## src/rtl/ufrc_pkg.sv

```systemverilog
// ----------------------------------------------------------------------------
// ufrc_pkg
// shared constants, codes and the token type passed from the front end
// through the queue to the back end of the reassembly checker
// ----------------------------------------------------------------------------
package ufrc_pkg;

   localparam int POS_W     = 11;
   localparam int OFF_W     = 22;
   localparam int QUEUE_DEPTH = 4;
   localparam int QPTR_W    = $clog2(QUEUE_DEPTH);

   localparam logic [OFF_W-1:0] MAX_BLOB_BYTES     = 22'd3072000;
   localparam logic [POS_W-1:0] MAX_DATAGRAM_BYTES = 11'd1472;
   localparam logic [POS_W-1:0] HDR_BYTES          = 11'd26;
   localparam logic [POS_W-1:0] HDR_TRAILER_BYTES  = 11'd30;

   localparam logic [15:0] VERSION_OK = 16'h0001;
   localparam logic [7:0]  TYPE_DATA  = 8'h62;
   localparam int          LAST_BIT   = 7;

   // header byte positions
   localparam logic [POS_W-1:0] HB_BLOB_HI = 11'd0;
   localparam logic [POS_W-1:0] HB_BLOB_LO = 11'd1;
   localparam logic [POS_W-1:0] HB_FRAG_HI = 11'd2;
   localparam logic [POS_W-1:0] HB_FRAG_LO = 11'd3;
   localparam logic [POS_W-1:0] HB_VER_HI  = 11'd20;
   localparam logic [POS_W-1:0] HB_VER_LO  = 11'd21;
   localparam logic [POS_W-1:0] HB_LEN_HI  = 11'd22;
   localparam logic [POS_W-1:0] HB_LEN_LO  = 11'd23;
   localparam logic [POS_W-1:0] HB_FLAGS   = 11'd24;
   localparam logic [POS_W-1:0] HB_TYPE    = 11'd25;

   // result kinds
   localparam logic KIND_PAYLOAD = 1'b0;
   localparam logic KIND_STATUS  = 1'b1;

   // fragment status codes
   localparam logic [3:0] ST_MORE     = 4'd0;
   localparam logic [3:0] ST_COMPLETE = 4'd1;
   localparam logic [3:0] ST_SKIPPED  = 4'd2;
   localparam logic [3:0] ST_VERSION  = 4'd3;
   localparam logic [3:0] ST_TYPE     = 4'd4;
   localparam logic [3:0] ST_LENGTH   = 4'd5;
   localparam logic [3:0] ST_BLOB     = 4'd6;
   localparam logic [3:0] ST_FRAGMENT = 4'd7;
   localparam logic [3:0] ST_OVERFLOW = 4'd8;

   typedef struct packed {
      logic             is_eod;
      logic [7:0]       data_byte;
      logic [POS_W-1:0] pay_index;
      logic             pay_ok;
      logic             ver_ok;
      logic             type_ok;
      logic             len_ok;
      logic             last_flag;
      logic [15:0]      blob_number;
      logic [15:0]      fragment_number;
      logic [15:0]      data_length;
   } token_type;

endpackage

```

## src/rtl/ufrc_req_if.sv

```systemverilog
// ----------------------------------------------------------------------------
// ufrc_req_if
// input byte channel: one datagram byte per beat with end mark
// ----------------------------------------------------------------------------
interface ufrc_req_if;
   logic       valid;
   logic       ready;
   logic [7:0] data_byte;
   logic       end_of_datagram;

   modport source (output valid, output data_byte, output end_of_datagram, input ready);
   modport sink   (input valid, input data_byte, input end_of_datagram, output ready);
endinterface

```

## src/rtl/ufrc_rsp_if.sv

```systemverilog
// ----------------------------------------------------------------------------
// ufrc_rsp_if
// result channel: provisional payload bytes and per-datagram status
// ----------------------------------------------------------------------------
interface ufrc_rsp_if;
   logic        valid;
   logic        ready;
   logic        result_kind;
   logic [7:0]  payload_byte;
   logic [21:0] byte_offset;
   logic [3:0]  fragment_status;
   logic [15:0] blob_id_seen;
   logic [15:0] fragment_index;
   logic [21:0] blob_total_bytes;

   modport source (output valid, output result_kind, output payload_byte,
                   output byte_offset, output fragment_status, output blob_id_seen,
                   output fragment_index, output blob_total_bytes, input ready);
   modport sink   (input valid, input result_kind, input payload_byte,
                   input byte_offset, input fragment_status, input blob_id_seen,
                   input fragment_index, input blob_total_bytes, output ready);
endinterface

```

## src/rtl/ufrc_front.sv

```systemverilog
// ----------------------------------------------------------------------------
// ufrc_front
// header parser: tracks byte position, captures header fields and turns
// payload candidates and datagram ends into tokens for the queue
// ----------------------------------------------------------------------------
module ufrc_front (
   input  logic                clock,
   input  logic                reset,
   ufrc_req_if.sink            req_chan,
   input  logic                full,
   output logic                push,
   output ufrc_pkg::token_type push_token
);

   logic [ufrc_pkg::POS_W-1:0] pos_ff, pos_in;
   logic [15:0] blob_ff, blob_in;
   logic [15:0] frag_ff, frag_in;
   logic [15:0] ver_ff, ver_in;
   logic [15:0] len_ff, len_in;
   logic        last_ff, last_in;
   logic [7:0]  ptype_ff, ptype_in;

   logic                       accept;
   logic                       keep;
   logic                       candidate;
   logic [ufrc_pkg::POS_W-1:0] size;
   logic [ufrc_pkg::POS_W-1:0] pay_index;
   logic [ufrc_pkg::POS_W-1:0] size_less;

   assign req_chan.ready = !full;
   assign accept = req_chan.valid && req_chan.ready;

   always_comb begin
      keep      = pos_ff < ufrc_pkg::MAX_DATAGRAM_BYTES;
      size      = keep ? pos_ff + 1'b1 : ufrc_pkg::MAX_DATAGRAM_BYTES;
      pos_in    = pos_ff;
      blob_in   = blob_ff;
      frag_in   = frag_ff;
      ver_in    = ver_ff;
      len_in    = len_ff;
      last_in   = last_ff;
      ptype_in  = ptype_ff;
      if (keep) begin
         pos_in = pos_ff + 1'b1;
         case (pos_ff)
            ufrc_pkg::HB_BLOB_HI: begin
               blob_in  = {req_chan.data_byte, 8'h00};
               frag_in  = '0;
               ver_in   = '0;
               len_in   = '0;
               last_in  = 1'b0;
               ptype_in = '0;
            end
            ufrc_pkg::HB_BLOB_LO: blob_in = {blob_ff[15:8], req_chan.data_byte};
            ufrc_pkg::HB_FRAG_HI: frag_in = {req_chan.data_byte, 8'h00};
            ufrc_pkg::HB_FRAG_LO: frag_in = {frag_ff[15:8], req_chan.data_byte};
            ufrc_pkg::HB_VER_HI:  ver_in  = {req_chan.data_byte, 8'h00};
            ufrc_pkg::HB_VER_LO:  ver_in  = {ver_ff[15:8], req_chan.data_byte};
            ufrc_pkg::HB_LEN_HI:  len_in  = {req_chan.data_byte, 8'h00};
            ufrc_pkg::HB_LEN_LO:  len_in  = {len_ff[15:8], req_chan.data_byte};
            ufrc_pkg::HB_FLAGS:   last_in = req_chan.data_byte[ufrc_pkg::LAST_BIT];
            ufrc_pkg::HB_TYPE:    ptype_in = req_chan.data_byte;
            default: ;
         endcase
      end
      if (req_chan.end_of_datagram) begin
         pos_in = '0;
      end

      pay_index = pos_ff - ufrc_pkg::HDR_BYTES;
      size_less = size - ufrc_pkg::HDR_TRAILER_BYTES;
      candidate = !req_chan.end_of_datagram && keep && (pos_ff >= ufrc_pkg::HDR_BYTES);

      push_token.is_eod          = req_chan.end_of_datagram;
      push_token.data_byte       = req_chan.data_byte;
      push_token.pay_index       = pay_index;
      push_token.ver_ok          = ver_in == ufrc_pkg::VERSION_OK;
      push_token.type_ok         = ptype_in == ufrc_pkg::TYPE_DATA;
      push_token.pay_ok          = push_token.ver_ok && push_token.type_ok &&
                                   ({5'b0, pay_index} < len_in);
      push_token.len_ok          = (size >= ufrc_pkg::HDR_TRAILER_BYTES) &&
                                   (len_in == {5'b0, size_less});
      push_token.last_flag       = last_in;
      push_token.blob_number     = blob_in;
      push_token.fragment_number = frag_in;
      push_token.data_length     = len_in;
   end

   assign push = accept && (req_chan.end_of_datagram || candidate);

   always_ff @(posedge clock) begin
      if (reset) begin
         pos_ff   <= '0;
         blob_ff  <= '0;
         frag_ff  <= '0;
         ver_ff   <= '0;
         len_ff   <= '0;
         last_ff  <= 1'b0;
         ptype_ff <= '0;
      end else if (accept) begin
         pos_ff   <= pos_in;
         blob_ff  <= blob_in;
         frag_ff  <= frag_in;
         ver_ff   <= ver_in;
         len_ff   <= len_in;
         last_ff  <= last_in;
         ptype_ff <= ptype_in;
      end
   end

endmodule

```

## src/rtl/ufrc_queue.sv

```systemverilog
// ----------------------------------------------------------------------------
// ufrc_queue
// short token queue between the parser and the checker
// ----------------------------------------------------------------------------
module ufrc_queue (
   input  logic                clock,
   input  logic                reset,
   input  logic                push,
   input  ufrc_pkg::token_type push_token,
   output logic                full,
   input  logic                pop,
   output ufrc_pkg::token_type head_token,
   output logic                empty
);

   ufrc_pkg::token_type entry_ff [ufrc_pkg::QUEUE_DEPTH];

   logic [ufrc_pkg::QPTR_W-1:0] wr_ptr_ff, wr_ptr_in;
   logic [ufrc_pkg::QPTR_W-1:0] rd_ptr_ff, rd_ptr_in;
   logic [ufrc_pkg::QPTR_W:0]   count_ff, count_in;

   assign full       = count_ff == (ufrc_pkg::QPTR_W+1)'(ufrc_pkg::QUEUE_DEPTH);
   assign empty      = count_ff == '0;
   assign head_token = entry_ff[rd_ptr_ff];

   always_comb begin
      wr_ptr_in = push ? wr_ptr_ff + 1'b1 : wr_ptr_ff;
      rd_ptr_in = pop  ? rd_ptr_ff + 1'b1 : rd_ptr_ff;
      count_in  = count_ff;
      if (push && !pop) begin
         count_in = count_ff + 1'b1;
      end else if (pop && !push) begin
         count_in = count_ff - 1'b1;
      end
   end

   always_ff @(posedge clock) begin
      if (push) begin
         entry_ff[wr_ptr_ff] <= push_token;
      end
   end

   always_ff @(posedge clock) begin
      if (reset) begin
         wr_ptr_ff <= '0;
         rd_ptr_ff <= '0;
         count_ff  <= '0;
      end else begin
         wr_ptr_ff <= wr_ptr_in;
         rd_ptr_ff <= rd_ptr_in;
         count_ff  <= count_in;
      end
   end

endmodule

```

## src/rtl/ufrc_back.sv

```systemverilog
// ----------------------------------------------------------------------------
// ufrc_back
// blob checker: holds blob state, decides payload emission and datagram
// status, and drives the registered result channel
// ----------------------------------------------------------------------------
module ufrc_back (
   input  logic                clock,
   input  logic                reset,
   input  ufrc_pkg::token_type head_token,
   input  logic                empty,
   output logic                pop,
   ufrc_rsp_if.source          rsp_chan
);

   logic                       in_blob_ff, in_blob_in;
   logic [15:0]                cur_blob_ff, cur_blob_in;
   logic [15:0]                exp_frag_ff, exp_frag_in;
   logic [ufrc_pkg::OFF_W-1:0] committed_ff, committed_in;

   logic                       valid_ff, valid_in;
   logic                       kind_ff, kind_in;
   logic [7:0]                 pbyte_ff, pbyte_in;
   logic [ufrc_pkg::OFF_W-1:0] offset_ff, offset_in;
   logic [3:0]                 status_ff, status_in;
   logic [15:0]                bid_ff, bid_in;
   logic [15:0]                fidx_ff, fidx_in;
   logic [ufrc_pkg::OFF_W-1:0] total_ff, total_in;

   logic [ufrc_pkg::OFF_W-1:0] base;
   logic [ufrc_pkg::OFF_W-1:0] offset;
   logic [ufrc_pkg::OFF_W-1:0] sum;
   logic                       blob_match;
   logic                       frag_match;
   logic                       pay_emit;
   logic [3:0]                 status;

   assign pop = !empty && (!valid_ff || rsp_chan.ready);

   always_comb begin
      base       = in_blob_ff ? committed_ff : '0;
      offset     = base + {11'b0, head_token.pay_index};
      sum        = base + {6'b0, head_token.data_length};
      blob_match = head_token.blob_number == cur_blob_ff;
      frag_match = in_blob_ff ? (head_token.fragment_number == exp_frag_ff)
                              : (head_token.fragment_number == '0);
      pay_emit   = head_token.pay_ok && frag_match && (!in_blob_ff || blob_match) &&
                   (offset < ufrc_pkg::MAX_BLOB_BYTES);

      if (!head_token.ver_ok) begin
         status = ufrc_pkg::ST_VERSION;
      end else if (!head_token.type_ok) begin
         status = ufrc_pkg::ST_TYPE;
      end else if (!head_token.len_ok) begin
         status = ufrc_pkg::ST_LENGTH;
      end else if (!in_blob_ff && !frag_match) begin
         status = ufrc_pkg::ST_SKIPPED;
      end else if (in_blob_ff && !blob_match) begin
         status = ufrc_pkg::ST_BLOB;
      end else if (in_blob_ff && !frag_match) begin
         status = ufrc_pkg::ST_FRAGMENT;
      end else if (sum > ufrc_pkg::MAX_BLOB_BYTES) begin
         status = ufrc_pkg::ST_OVERFLOW;
      end else if (head_token.last_flag) begin
         status = ufrc_pkg::ST_COMPLETE;
      end else begin
         status = ufrc_pkg::ST_MORE;
      end

      in_blob_in   = in_blob_ff;
      cur_blob_in  = cur_blob_ff;
      exp_frag_in  = exp_frag_ff;
      committed_in = committed_ff;

      valid_in  = valid_ff && !rsp_chan.ready;
      kind_in   = kind_ff;
      pbyte_in  = pbyte_ff;
      offset_in = offset_ff;
      status_in = status_ff;
      bid_in    = bid_ff;
      fidx_in   = fidx_ff;
      total_in  = total_ff;

      if (pop) begin
         if (head_token.is_eod) begin
            valid_in  = 1'b1;
            kind_in   = ufrc_pkg::KIND_STATUS;
            pbyte_in  = '0;
            offset_in = '0;
            status_in = status;
            bid_in    = head_token.blob_number;
            fidx_in   = head_token.fragment_number;
            if (status == ufrc_pkg::ST_MORE || status == ufrc_pkg::ST_COMPLETE) begin
               total_in = sum;
            end else begin
               total_in = base;
            end
            if (status == ufrc_pkg::ST_MORE) begin
               in_blob_in   = 1'b1;
               cur_blob_in  = in_blob_ff ? cur_blob_ff : head_token.blob_number;
               exp_frag_in  = (in_blob_ff ? exp_frag_ff : 16'h0000) + 16'h0001;
               committed_in = sum;
            end else begin
               in_blob_in   = 1'b0;
               exp_frag_in  = '0;
               committed_in = '0;
            end
         end else begin
            valid_in  = pay_emit;
            kind_in   = ufrc_pkg::KIND_PAYLOAD;
            pbyte_in  = head_token.data_byte;
            offset_in = offset;
            status_in = '0;
            bid_in    = '0;
            fidx_in   = '0;
            total_in  = '0;
         end
      end
   end

   always_ff @(posedge clock) begin
      if (reset) begin
         in_blob_ff   <= 1'b0;
         cur_blob_ff  <= '0;
         exp_frag_ff  <= '0;
         committed_ff <= '0;
         valid_ff     <= 1'b0;
      end else begin
         in_blob_ff   <= in_blob_in;
         cur_blob_ff  <= cur_blob_in;
         exp_frag_ff  <= exp_frag_in;
         committed_ff <= committed_in;
         valid_ff     <= valid_in;
      end
   end

   always_ff @(posedge clock) begin
      kind_ff   <= kind_in;
      pbyte_ff  <= pbyte_in;
      offset_ff <= offset_in;
      status_ff <= status_in;
      bid_ff    <= bid_in;
      fidx_ff   <= fidx_in;
      total_ff  <= total_in;
   end

   assign rsp_chan.valid            = valid_ff;
   assign rsp_chan.result_kind      = kind_ff;
   assign rsp_chan.payload_byte     = pbyte_ff;
   assign rsp_chan.byte_offset      = offset_ff;
   assign rsp_chan.fragment_status  = status_ff;
   assign rsp_chan.blob_id_seen     = bid_ff;
   assign rsp_chan.fragment_index   = fidx_ff;
   assign rsp_chan.blob_total_bytes = total_ff;

`ifndef SYNTH
   a_payload_in_bound: assert property (@(posedge clock) disable iff (reset)
      valid_ff && (kind_ff == ufrc_pkg::KIND_PAYLOAD) |-> offset_ff < ufrc_pkg::MAX_BLOB_BYTES)
      else $error("payload beat offset beyond blob bound");

   a_hunt_clear: assert property (@(posedge clock) disable iff (reset)
      !in_blob_ff |-> (committed_ff == '0) && (exp_frag_ff == '0))
      else $error("blob state not cleared while hunting");

   a_more_keeps_blob: assert property (@(posedge clock) disable iff (reset)
      valid_ff && (kind_ff == ufrc_pkg::KIND_STATUS) && (status_ff == ufrc_pkg::ST_MORE)
      |-> in_blob_ff && (committed_ff == total_ff))
      else $error("accepted fragment did not commit blob length");

   a_reject_hunts: assert property (@(posedge clock) disable iff (reset)
      valid_ff && (kind_ff == ufrc_pkg::KIND_STATUS) && (status_ff != ufrc_pkg::ST_MORE)
      |-> !in_blob_ff)
      else $error("blob still open after rejection or completion");
`endif

endmodule

```

## src/rtl/udp_fragment_reassembly_checker_unit.sv

```systemverilog
// ----------------------------------------------------------------------------
// udp_fragment_reassembly_checker_unit
// checks fragmented datagrams byte by byte and reports payload and status
// ----------------------------------------------------------------------------
// req_chan takes one datagram byte per beat, end_of_datagram on the last
// byte. rsp_chan gives a provisional payload beat (result_kind 0) with its
// blob offset for each payload byte that passes the checks seen so far, and
// one status beat (result_kind 1) on every datagram end that commits or
// rejects the bytes already sent. header bytes, the check value and dropped
// bytes give no beat.
// throughput is one byte per cycle while the queue is not full. the parser
// writes each token into a four-entry queue and the checker pops it into
// the output register once that register is free, so a result reaches
// rsp_chan through the queue and then the output register.
// reset clears byte position, header fields and blob state; the block starts
// hunting for fragment 0 and the queue and output register are empty.
// when rsp_chan stalls the output register holds its beat, the queue fills,
// and req_chan.ready drops once four tokens are waiting.
// ----------------------------------------------------------------------------
module udp_fragment_reassembly_checker_unit (
   input  logic        clock,
   input  logic        reset,
   ufrc_req_if.sink    req_chan,
   ufrc_rsp_if.source  rsp_chan
);

   ufrc_pkg::token_type push_token;
   ufrc_pkg::token_type head_token;
   logic                push;
   logic                pop;
   logic                full;
   logic                empty;

   ufrc_front u_front (
      .clock      (clock),
      .reset      (reset),
      .req_chan   (req_chan),
      .full       (full),
      .push       (push),
      .push_token (push_token)
   );

   ufrc_queue u_queue (
      .clock      (clock),
      .reset      (reset),
      .push       (push),
      .push_token (push_token),
      .full       (full),
      .pop        (pop),
      .head_token (head_token),
      .empty      (empty)
   );

   ufrc_back u_back (
      .clock      (clock),
      .reset      (reset),
      .head_token (head_token),
      .empty      (empty),
      .pop        (pop),
      .rsp_chan   (rsp_chan)
   );

endmodule
```

## src/flat_wrapper.sv

```systemverilog
// flat-port wrapper written by rule: the top's interface ports become plain ports
module udp_fragment_reassembly_checker_unit_flat 
  (clock, reset, req_chan_valid, req_chan_data_byte, req_chan_end_of_datagram, req_chan_ready, rsp_chan_valid, rsp_chan_result_kind, rsp_chan_payload_byte, rsp_chan_byte_offset, rsp_chan_fragment_status, rsp_chan_blob_id_seen, rsp_chan_fragment_index, rsp_chan_blob_total_bytes, rsp_chan_ready);
  ufrc_req_if req_chan_i ();
  ufrc_rsp_if rsp_chan_i ();
  input  logic clock;
  input  logic reset;
  input wire logic [$bits(req_chan_i.valid)-1:0] req_chan_valid;
  input wire logic [$bits(req_chan_i.data_byte)-1:0] req_chan_data_byte;
  input wire logic [$bits(req_chan_i.end_of_datagram)-1:0] req_chan_end_of_datagram;
  output wire logic [$bits(req_chan_i.ready)-1:0] req_chan_ready;
  output wire logic [$bits(rsp_chan_i.valid)-1:0] rsp_chan_valid;
  output wire logic [$bits(rsp_chan_i.result_kind)-1:0] rsp_chan_result_kind;
  output wire logic [$bits(rsp_chan_i.payload_byte)-1:0] rsp_chan_payload_byte;
  output wire logic [$bits(rsp_chan_i.byte_offset)-1:0] rsp_chan_byte_offset;
  output wire logic [$bits(rsp_chan_i.fragment_status)-1:0] rsp_chan_fragment_status;
  output wire logic [$bits(rsp_chan_i.blob_id_seen)-1:0] rsp_chan_blob_id_seen;
  output wire logic [$bits(rsp_chan_i.fragment_index)-1:0] rsp_chan_fragment_index;
  output wire logic [$bits(rsp_chan_i.blob_total_bytes)-1:0] rsp_chan_blob_total_bytes;
  input wire logic [$bits(rsp_chan_i.ready)-1:0] rsp_chan_ready;
  assign req_chan_i.valid = req_chan_valid;
  assign req_chan_i.data_byte = req_chan_data_byte;
  assign req_chan_i.end_of_datagram = req_chan_end_of_datagram;
  assign req_chan_ready = req_chan_i.ready;
  assign rsp_chan_valid = rsp_chan_i.valid;
  assign rsp_chan_result_kind = rsp_chan_i.result_kind;
  assign rsp_chan_payload_byte = rsp_chan_i.payload_byte;
  assign rsp_chan_byte_offset = rsp_chan_i.byte_offset;
  assign rsp_chan_fragment_status = rsp_chan_i.fragment_status;
  assign rsp_chan_blob_id_seen = rsp_chan_i.blob_id_seen;
  assign rsp_chan_fragment_index = rsp_chan_i.fragment_index;
  assign rsp_chan_blob_total_bytes = rsp_chan_i.blob_total_bytes;
  assign rsp_chan_i.ready = rsp_chan_ready;
  udp_fragment_reassembly_checker_unit u_core (.clock(clock), .reset(reset), .req_chan(req_chan_i), .rsp_chan(rsp_chan_i));
endmodule
```

## config.mk

```make
export PLATFORM = sky130hd
export DESIGN_NAME = udp_fragment_reassembly_checker_unit_flat
export DESIGN_NICKNAME = d
export VERILOG_FILES = /design/src/rtl/ufrc_pkg.sv /design/src/rtl/ufrc_req_if.sv /design/src/rtl/ufrc_rsp_if.sv /design/src/rtl/ufrc_front.sv /design/src/rtl/ufrc_queue.sv /design/src/rtl/ufrc_back.sv /design/src/rtl/udp_fragment_reassembly_checker_unit.sv /design/src/flat_wrapper.sv
export SDC_FILE = /design/constraint.sdc
export NUM_CORES = 1
export LEC_CHECK = 0
export BUFFER_PORTS_ARGS = -buffer_cell sky130_fd_sc_hd__buf_4
export CAP_MARGIN = 25
export CORE_ASPECT_RATIO = 0.9
export CORE_MARGIN = 1
export CORE_UTILIZATION = 35
export CTS_BUF_LIST = sky130_fd_sc_hd__clkbuf_4
export DETAILED_ROUTE_END_ITERATION = 8
export PLACE_DENSITY_LB_ADDON = 0.2
export REMOVE_ABC_BUFFERS = 1
export SLEW_MARGIN = 20
export SYNTH_ARGS = -nofsm -noshare
export SYNTH_HDL_FRONTEND = slang
export SYNTH_SLANG_ARGS = --single-unit
```

## constraint.sdc

```tcl
create_clock -name clock -period 12.9 [get_ports clock]
set_input_delay 0.645 -clock clock [delete_from_list [all_inputs] [get_ports clock]]
set_output_delay 0.645 -clock clock [all_outputs]
set_load 0.005 [all_outputs]
```

==> results.py <==
metrics = {
    "die": {
        "die_area_um2": 73200,
        "die_h_um": 257,
        "start_util": 0.353,
        "die_x_um": 285,
        "ios": 104,
        "placementRows": 93,
        "core_region_area_um2": 71400,
    },
    "final_layout": {
        "fillers": 6870,
        "multi_input_area_um2": 10100,
        "most-common-layout-cells": "edfxtp_1 (381), clkbuf_4 (219), nor2_1 (215), nand2_1 (172), dfxtp_1 (146)",
        "num-nets-final": 2368,
        "layout_commonest_cell": "edfxtp_1",
        "ff_latch_area_um2": 14400,
        "instances_no_fill": 3382,
        "drive_above_1_share": 0.209,
        "syn2layout_area_growth_pct": 15.2,
    },
    "global_route": {
        "grt_max_degree": 89,
        "antenna_found_initial": 3,
        "grt_first_pass_wirelength_um": 105000,
        "track_usage": 0.186,
        "grt.overflow.total": 0,
        "grt_pass1_vias": 18200,
    },
    "hold_path": {
        "worstHoldPathType": "input port to flop",
    },
    "route": {
        "wl_um": 68200,
        "wl_per_cell_um": 20.2,
        "drt.antenna.violating_nets": 0,
        "drc": 0,
        "via_count": 18100,
        "drtIter0Drc": 1445,
        "dr.pass1.iters": 6,
        "vias_per_cell": 5.36,
    },
    "worst_setup_path": {
        "cp_max_fo": 57,
        "cp.required_ns": 13.75,
        "cp-start-kind": "flop",
        "crit_path_end_kind": "flop",
        "worstSetupPathType": "flop to flop",
        "arrival_ns": 7.41,
    },
    "sta": {
        "finalSetupTns_ns": 0,
        "slew_headroom": 0.318,
        "min_period_over_period": 0.509,
        "worst_slew_pin_slew_ns": 1.01,
        "fin_crit_ns": 6.56,
        "rsz0062_at_grt": "no",
        "hold_violations": 0,
        "max_freq_ghz": 0.152,
        "skew_ns": 0.0868,
        "setup_viol": 0,
        "final_max_slew_viol_count": 0,
    },
    "pwr": {
        "power_frac_clock": 0.303,
        "power_density_nw_per_um2": 179,
        "p_leak_uw": 0.0101,
        "power.internal_uw": 3530,
        "netSwitchingPower_uw": 1670,
        "pwr-share-comb": 0.269,
        "swShare": 0.321,
        "irDropWorstVdd_uv": 102,
        "seq_power_share": 0.428,
    },
    "synth": {
        "synth_edf_count": 381,
        "syn_area_per_cell_um2": 11.8,
        "async_flop_share": 0,
        "ys_types": 84,
        "synth_seq_area_share": 0.572,
        "synth_ff_type": "edfxtp_1",
        "synth_seq_cells": 530,
        "post_synth_inst_count": 2140,
        "yosys_warnings": 0,
        "syn_area_um2": 25200,
    },
    "clocking": {
        "clk_path_buf_depth": 3,
        "clkLatencyLatePin_ns": 1.01,
        "cts_tree": "done",
        "numCtsBuffers": 147,
        "numClockSinks": 530,
        "clkTransAtPathRegs_ns": 0.06,
        "htreeDepth": 4,
        "cts_root_buf": "clkbuf_4",
    },
    "job": {
        "cap_violations": 0,
    },
    "placed_design": {
        "port_buffers": 103,
        "gp_congestion": 0.838,
        "hpwl_um": 44500,
        "placed_cells": 3092,
    },
    "status": {
        "outcome": "completed",
    },
}
==> synthesized netlist by cell type, drive strengths merged (24+ instances only) <==
master | number | area [um^2]
xnor2 | 71 | 622
clkbuf | 102 | 383
dfxtp | 149 | 2980
mux2 | 24 | 270
a21oi | 113 | 569
a211oi | 31 | 243
xor2 | 25 | 219
a22oi | 42 | 315
buf | 27 | 129
mux4 | 72 | 1620
ha | 49 | 613
inv | 73 | 274
nand2 | 172 | 646
o21ai | 93 | 465
nand4 | 33 | 206
nor3 | 59 | 295
and2 | 67 | 419
mux2i | 37 | 370
nand3 | 65 | 325
edfxtp | 381 | 11400
nor2 | 216 | 811
==> cell families after synthesis <==
| group | after synthesis | synth area share |
|---|---|---|
| compound gates | 422 | 0.114 |
| xor+xnor | 97 | 0.0342 |
| fa+ha+maj | 52 | 0.0267 |
| buf+inv | 202 | 0.0311 |
| flops | 530 | 0.572 |
| mux | 133 | 0.0897 |
| simple gates | 704 | 0.132 |
==> area by class of cell <==
type | instances | share of cell area
inverter | 73 | 0.00952
sequential | 530 | 0.497
tap | 950 | 0.0409
clock inverter | 52 | 0.0113
timing repair buffer | 143 | 0.0384
clock buffer | 219 | 0.0566
multi-input combinational | 1408 | 0.346
antenna | 7 | 0.000603
==> state kept, by name, summed over array words and instances, names as in the netlist, 22 cells and up, named ones only <==
register,count
u_core.u_queue.entry_ff,292
u_core.u_back.rsp_chan.blob_total_bytes,22
u_core.u_back.committed_ff,22
u_core.u_back.rsp_chan.byte_offset,22
==> final timing paths <==
check,start,endpoint,slack [ns],cells past startpoint
min,req_chan_valid,u_core.u_front.blob_ff[4]$_SDFFE_PP0P_,0.32,5
max,flop,u_core.u_back.cur_blob_ff[14]$_SDFFE_PP0P_,6.34,13
max reg2reg,flop,u_core.u_back.cur_blob_ff[14]$_SDFFE_PP0P_,6.34,13
min reg2reg,u_core.u_back.committed_ff[9]$_SDFFE_PP0P_,u_core.u_back.committed_ff[9]$_SDFFE_PP0P_,0.45,2
==> power by group through the flow <==
stage	combinational [uW]	sequential, uW	clock (uW)
floorplan	780	2320	0
detailed placement	1410	2270	0
global placement	1400	2260	0
CTS	1420	2230	1630
global route	1520	2250	1720
finish	1400	2230	1580
==> per-layer routing <==
layer	GRT usage	vias up	routed length [um]
met5	0	-	0
met4	0.0676	0	1700
met3	0.0398	121	3560
met2	0.293	545	31500
met1	0.251	8989	31400
li1	-	8475	-
==> worst max-delay path, stage by stage (launching register included) <==
cell      delay [ns]
dfxtp_4         0.46
buf_4           0.73
buf_4           0.74
mux4_2          0.61
xnor2_1         0.19
nand4_1         0.14
nor4_1          0.88
and2_1          0.29
a21oi_1         0.11
nand2b_1        0.35
a211oi_4        0.22
buf_4           0.49
nand2_1         0.59
o41ai_1         0.48
==> per-stage QoR <==
stage | cell area [um^2] | total power, uW | utilization | hold slack [ns] | setup slack, ns
5_1_grt | 29000 | 5490 | 0.407 | 0.244 | 5.82
6_report | 29100 | 5210 | 0.407 | 0.320 | 6.34
3_3_place_gp | 26900 | 3660 | 0.377 | 0.433 | 6.46
3_5_place_dp | 26900 | 3680 | 0.377 | 0.443 | 6.30
4_1_cts | 29000 | 5290 | 0.406 | 0.191 | 6.24
2_1_floorplan | 24700 | 3100 | - | 0.421 | 3.09
==> repair_timing <==
| item | in CTS | in global routing |
|---|---|---|
| gates resized for setup | 0 | 0 |
| buffers inserted | 0 | 0 |
| endpoints found under the hold margin | 42 | 0 |
| hold buffers | 10 | 0 |
Note: power is estimated with default switching activity, not from simulation.
